`config.mk`:
```
export PLATFORM = sky130hd
export DESIGN_NAME = spq_cell
export DESIGN_NICKNAME = d
export VERILOG_FILES = /design/src/sv/assert_macros.svh /design/src/sv/spq_pkg.sv /design/src/sv/spq_cell.sv
export SDC_FILE = /design/constraint.sdc
export NUM_CORES = 1
export LEC_CHECK = 0
export BUFFER_PORTS_ARGS = -buffer_cell sky130_fd_sc_hd__buf_2
export CAP_MARGIN = 25
export CORE_AREA = 2 2 83 61
export CTS_CLUSTER_SIZE = 8
export DETAILED_ROUTE_END_ITERATION = 6
export DIE_AREA = 0 0 85 63
export PLACE_DENSITY = 0.89
export SKIP_LAST_GASP = 1
export SLEW_MARGIN = 20
export SYNTH_ARGS = -nofsm -noshare
export SYNTH_HDL_FRONTEND = slang
export SYNTH_SLANG_ARGS = --single-unit
```
`constraint.sdc`:
```
create_clock -name clk -period 6.9 [get_ports clk]
set_clock_uncertainty 0.15 [all_clocks]
set_input_delay 1.38 -clock clk [delete_from_list [all_inputs] [get_ports clk]]
set_output_delay 1.38 -clock clk [all_outputs]
set_load 0.1 [all_outputs]
```
`src/sv/assert_macros.svh`:
```
// Assertion macros shared by the sorted priority queue RTL.
// Included by files that carry concurrent checks; needs no other file.
`ifndef ASSERT_MACROS_SVH
`define ASSERT_MACROS_SVH
`ifndef SYNTHESIS
// Clocked check that is switched off while reset is asserted.
`define SPQ_ASSERT(lbl, clk, rst_n, prop, msg) \
	lbl: assert property (@(posedge clk) disable iff (!(rst_n)) (prop)) else $error(msg);
// Clocked check that also holds during reset.
`define SPQ_ASSERT_ALWAYS(lbl, clk, prop, msg) \
	lbl: assert property (@(posedge clk) (prop)) else $error(msg);
`else
`define SPQ_ASSERT(lbl, clk, rst_n, prop, msg)
`define SPQ_ASSERT_ALWAYS(lbl, clk, prop, msg)
`endif
`endif

```
`src/sv/spq_pkg.sv`:
```
// Package for the sorted priority queue: sizes, codes and item types.
// Used by the interfaces, the cell and the top level; depends on nothing.
package spq_pkg;

	localparam int QUEUE_DEPTH = 64;
	localparam int PRIO_W      = 16;
	localparam int HANDLE_W    = 16;
	localparam int CNT_W       = $clog2(QUEUE_DEPTH + 1);

	typedef enum logic {
		ACT_INSERT = 1'b0,
		ACT_REMOVE = 1'b1
	} action_t;

	typedef enum logic [1:0] {
		ST_OK    = 2'd0,
		ST_FULL  = 2'd1,
		ST_EMPTY = 2'd2
	} status_t;

	// One stored entry of the queue.
	typedef struct packed {
		logic [PRIO_W-1:0]   prio;
		logic [HANDLE_W-1:0] handle;
	} entry_t;

	// Shift commands broadcast to every cell.
	typedef struct packed {
		logic ins;
		logic deq;
	} ctl_t;

	typedef struct packed {
		action_t             action;
		logic [PRIO_W-1:0]   item_priority;
		logic [HANDLE_W-1:0] item_handle;
	} req_t;

	typedef struct packed {
		logic                out_valid;
		logic [HANDLE_W-1:0] out_handle;
		logic [PRIO_W-1:0]   out_priority;
		logic                queue_empty;
		logic [CNT_W-1:0]    fill_count;
		status_t             status;
	} rsp_t;

endpackage

```
`src/sv/spq_cell.sv`:
```
// One slot of the sorted queue: holds an entry and shifts with its neighbors.
// Depends on spq_pkg for the entry and command types.
module spq_cell (
	input  logic            clk,
	input  spq_pkg::ctl_t   ctl,
	input  logic            is_head,
	input  logic            occupied,
	input  logic            left_stay,
	input  spq_pkg::entry_t new_entry,
	input  spq_pkg::entry_t left_entry,
	input  spq_pkg::entry_t right_entry,
	output logic            stay,
	output spq_pkg::entry_t entry
);

	spq_pkg::entry_t entry_q;

	// The entry keeps its slot when it is served before the new one.
	// A tie with the head keeps the head; a tie further down yields.
	always_comb begin
		if (is_head) begin
			stay = occupied && !(new_entry.prio < entry_q.prio);
		end else begin
			stay = occupied && (entry_q.prio < new_entry.prio);
		end
	end

	// Insert: keep, take the new entry at the boundary, or shift right.
	// Dequeue: every cell takes its right neighbor's entry.
	always_ff @(posedge clk) begin
		if (ctl.ins) begin
			if (!stay) begin
				entry_q <= left_stay ? new_entry : left_entry;
			end
		end else if (ctl.deq) begin
			entry_q <= right_entry;
		end
	end

	assign entry = entry_q;

endmodule

```
==> flow_summary.rst <==
.. list-table::
   :header-rows: 1

   * - Metric
     - Value
   * - Clock latency of the later-clocked register in the worst-skew pair
     - 0.28 ns
   * - Synthesized flop and latch total
     - 32
   * - Number of nets in the layout
     - 450
   * - Post-CTS Repair Setup Buffers
     - 0
   * - Period utilization
     - 0.675
   * - Yosys cell types
     - 21
   * - Arr. time, crit path
     - 3.13 ns
   * - Cell Area, Synth
     - 2040 sq um
   * - Most common cell after layout, fill and taps aside
     - sky130_fd_sc_hd__buf_2
   * - Worst-margin pin slew
     - 0.948 ns
   * - Power density normalized to cell area
     - 240 nW/um^2
   * - Sum of negative setup slack
     - 0 ns
   * - # rows
     - 21
   * - Final-layout fill cell count
     - 426
   * - Minimum setup slack in the final design
     - 2.24 ns
   * - Number of buffers inserted by hold repair at cts
     - 0
   * - Flip-flop and latch area
     - 961 sq um
   * - Effective utilization at floorplan
     - 0.445
   * - Layout Cells excl Fill
     - 390
   * - Fraction of final layout cells with drive strength greater than 1
     - 0.429
   * - Post-detail-place hpwl
     - 3810 microns
   * - DR WL/cell
     - 12.7 microns
   * - Via density per instance
     - 4.86
   * - Post-Synthesis Net Count
     - 319
   * - Maximum clock frequency
     - 215 MHz
   * - Crit end category
     - output port
   * - Max-slew violation count
     - 0
   * - Most frequent cells in the layout
     - sky130_fd_sc_hd__buf_2 (133), sky130_fd_sc_hd__a21oi_1 (40), sky130_fd_sc_hd__nor2_1 (35)
   * - Type of element launching the critical path
     - primary input
   * - Worst voltage drop across the vdd grid
     - 0.000151 V
   * - Total wire length after detailed routing
     - 4940 microns
   * - Number of vias after detailed routing
     - 1896
   * - Antenna violations before repair
     - 0
   * - Number of gates resized after CTS
     - 0
   * - Overall track demand over capacity in global routing
     - 0.187
   * - Vias in the first global route
     - 1881
   * - Clock-pin slew reported for the worst setup and hold paths after clock tree synthesis
     - 0.07 ns
   * - Worst slew margin relative to its limit
     - 0.368
   * - CTS tree
     - yes
   * - Mean instance size in the synthesized netlist
     - 10.2 sq um
   * - Leak
     - 1.44 nW
   * - CTS buffer count
     - 5
   * - Maximum buffer depth of the clock tree
     - 2
   * - Required @ worst endpoint
     - 5.37 ns
   * - Synthesis warning total
     - 0
   * - Root Driver
     - sky130_fd_sc_hd__clkbuf_8
   * - Top-level port count
     - 135
   * - Class of the tightest hold or removal check
     - primary input to flop
   * - Global-route wire length before repair
     - 7940 microns
   * - Part of the Yosys area used for sequential elements
     - 0.470
   * - Number of hold-slack violations in the final timing report
     - 0
   * - Sink Count
     - 32
   * - Cell Count Post-Placement
     - 382
   * - Violation count after the first detailed-route iteration
     - 70
   * - Die footprint
     - 5360 sq um
   * - Multi-input gate area
     - 972 sq um
   * - Most numerous cell on the critical path
     - sky130_fd_sc_hd__buf_2
   * - Worst slack, placed
     - 2.25 ns
   * - Largest net degree at the start of global routing
     - 68
   * - CTS H-tree lvls
     - 2
   * - Number of DRC violations after detailed routing
     - 0
   * - Max-cap check violation count
     - 0
   * - Class of the most critical setup path
     - primary input to output port
   * - Count of antenna-violating nets left after detailed routing
     - 0
   * - Gp weighted congestion
     - 0.760
   * - Final critical-path required period
     - 4.66 ns
   * - Setup repair after global routing missed its margin
     - false
   * - Placeable core region
     - 4600 sq um
   * - Area growth from synthesis to final layout
     - 38.4%
   * - Max incr delay on CP
     - 0.44 ns
   * - Crit path max fanout
     - 3
   * - Flip-flop count of the largest register after layout
     - 32
   * - Die height
     - 63 microns
   * - Count of inserted antenna diode cells
     - 0
   * - Port-buffer cells
     - 134
   * - Final setup violating endpoints
     - 0
   * - Power Total
     - 0.679 mW
   * - Count of mapped cells out of synthesis
     - 201
   * - Die Span X
     - 85 microns
   * - Final core utilization
     - 0.615
   * - Critical Path Slowest Stage Cell
     - sky130_fd_sc_hd__buf_2
   * - Result of the run
     - finished, final reports clean
   * - First-pass iteration count of the detailed router
     - 4
   * - Worst-path cell chain
     - buf_2 -> inv_1 -> ha_1 -> a21oi_2 -> o21a_1 -> o221ai_1 -> a221o_1 -> a21boi_1 -> buf_2
   * - Grt ovf
     - 0
   * - Flop2flop setup slack
     - 4.41 ns
[through the flow]
stage | instance area, sq um | hold slack [ns]
after global placement | 2750 | 1.26
after floorplan | 2040 | 1.46
after detailed placement | 2750 | 1.30
after global routing | 2830 | 1.26
after CTS | 2830 | 1.26
final | 2830 | 1.27
[metal layers]
layer / vias up / track usage / part of all wire
li1: 985 / - / -
met1: 822 / 0.203 / 0.40
met5: - / 0 / 0
met3: 7 / 0.0647 / 0.096
met2: 82 / 0.340 / 0.49
met4: 0 / 0.0575 / 0.0095
[worst paths after layout]
check	startpoint	to	cells after the start
max	new_entry[27]	stay	9
min	right_entry[31]	entry[31]	3
max reg2reg	entry[27]	entry[17]	6
min reg2reg	entry[18]	entry[27]	6
[worst max-delay path, delay by kind of cell]
kind                     cells  cell delay, ns
AO/OA/AOI/OAI                5            0.85
adder cells (fa/ha/maj)      1            0.32
buffers and inverters        3            0.57
[logic make-up (layout without fill, tap and decap cells)]
group           count (synthesis)  count (layout)  share of synthesized area
compound gates                 48              48                      0.128
fa+ha+maj                      16              16                     0.0979
buf+inv                        28             160                     0.0545
flops                          32              32                      0.470
mux                            32              32                      0.157
simple gates                   45              45                     0.0930
[area by class of cell]
cell class	count	area share
sequential	32	0.340
inverter	17	0.0226
clock buffer	7	0.0270
multi-input combinational	141	0.344
tap	57	0.0252
clock inverter	1	0.00133
timing repair buffer	135	0.241
[power by group]
part	switching [mW]	internal [mW]	leakage, nW
sequential	0.00821	0.243	0.315
combinational	0.227	0.0672	1.08
clock	0.0641	0.0701	0.0399
total	0.299	0.380	1.44
[synth_stat cells]
| cell | n | share of area |
|---|---|---|
| sky130_fd_sc_hd__buf_1 | 1 | 0.0018 |
| sky130_fd_sc_hd__a21oi_2 | 1 | 0.0043 |
| sky130_fd_sc_hd__o221ai_1 | 1 | 0.0043 |
| sky130_fd_sc_hd__nand4_2 | 1 | 0.0061 |
| sky130_fd_sc_hd__nand4_1 | 1 | 0.0031 |
| sky130_fd_sc_hd__nor4_2 | 1 | 0.0061 |
| sky130_fd_sc_hd__nand2_1 | 6 | 0.011 |
| sky130_fd_sc_hd__inv_1 | 17 | 0.031 |
| sky130_fd_sc_hd__nand3_1 | 1 | 0.0024 |
| sky130_fd_sc_hd__a21oi_1 | 40 | 0.098 |
| sky130_fd_sc_hd__a31o_1 | 1 | 0.0043 |
| sky130_fd_sc_hd__buf_2 | 5 | 0.012 |
| sky130_fd_sc_hd__a221o_1 | 1 | 0.0049 |
| sky130_fd_sc_hd__mux2i_1 | 32 | 0.16 |
| sky130_fd_sc_hd__nor2_1 | 35 | 0.064 |
| sky130_fd_sc_hd__clkbuf_1 | 5 | 0.0092 |
| sky130_fd_sc_hd__a21boi_1 | 1 | 0.0037 |
| sky130_fd_sc_hd__o21a_1 | 1 | 0.0037 |
| sky130_fd_sc_hd__ha_1 | 16 | 0.098 |
| sky130_fd_sc_hd__edfxtp_1 | 32 | 0.47 |
| sky130_fd_sc_hd__o21ai_0 | 2 | 0.0049 |
(Power assumes the default switching activity.)
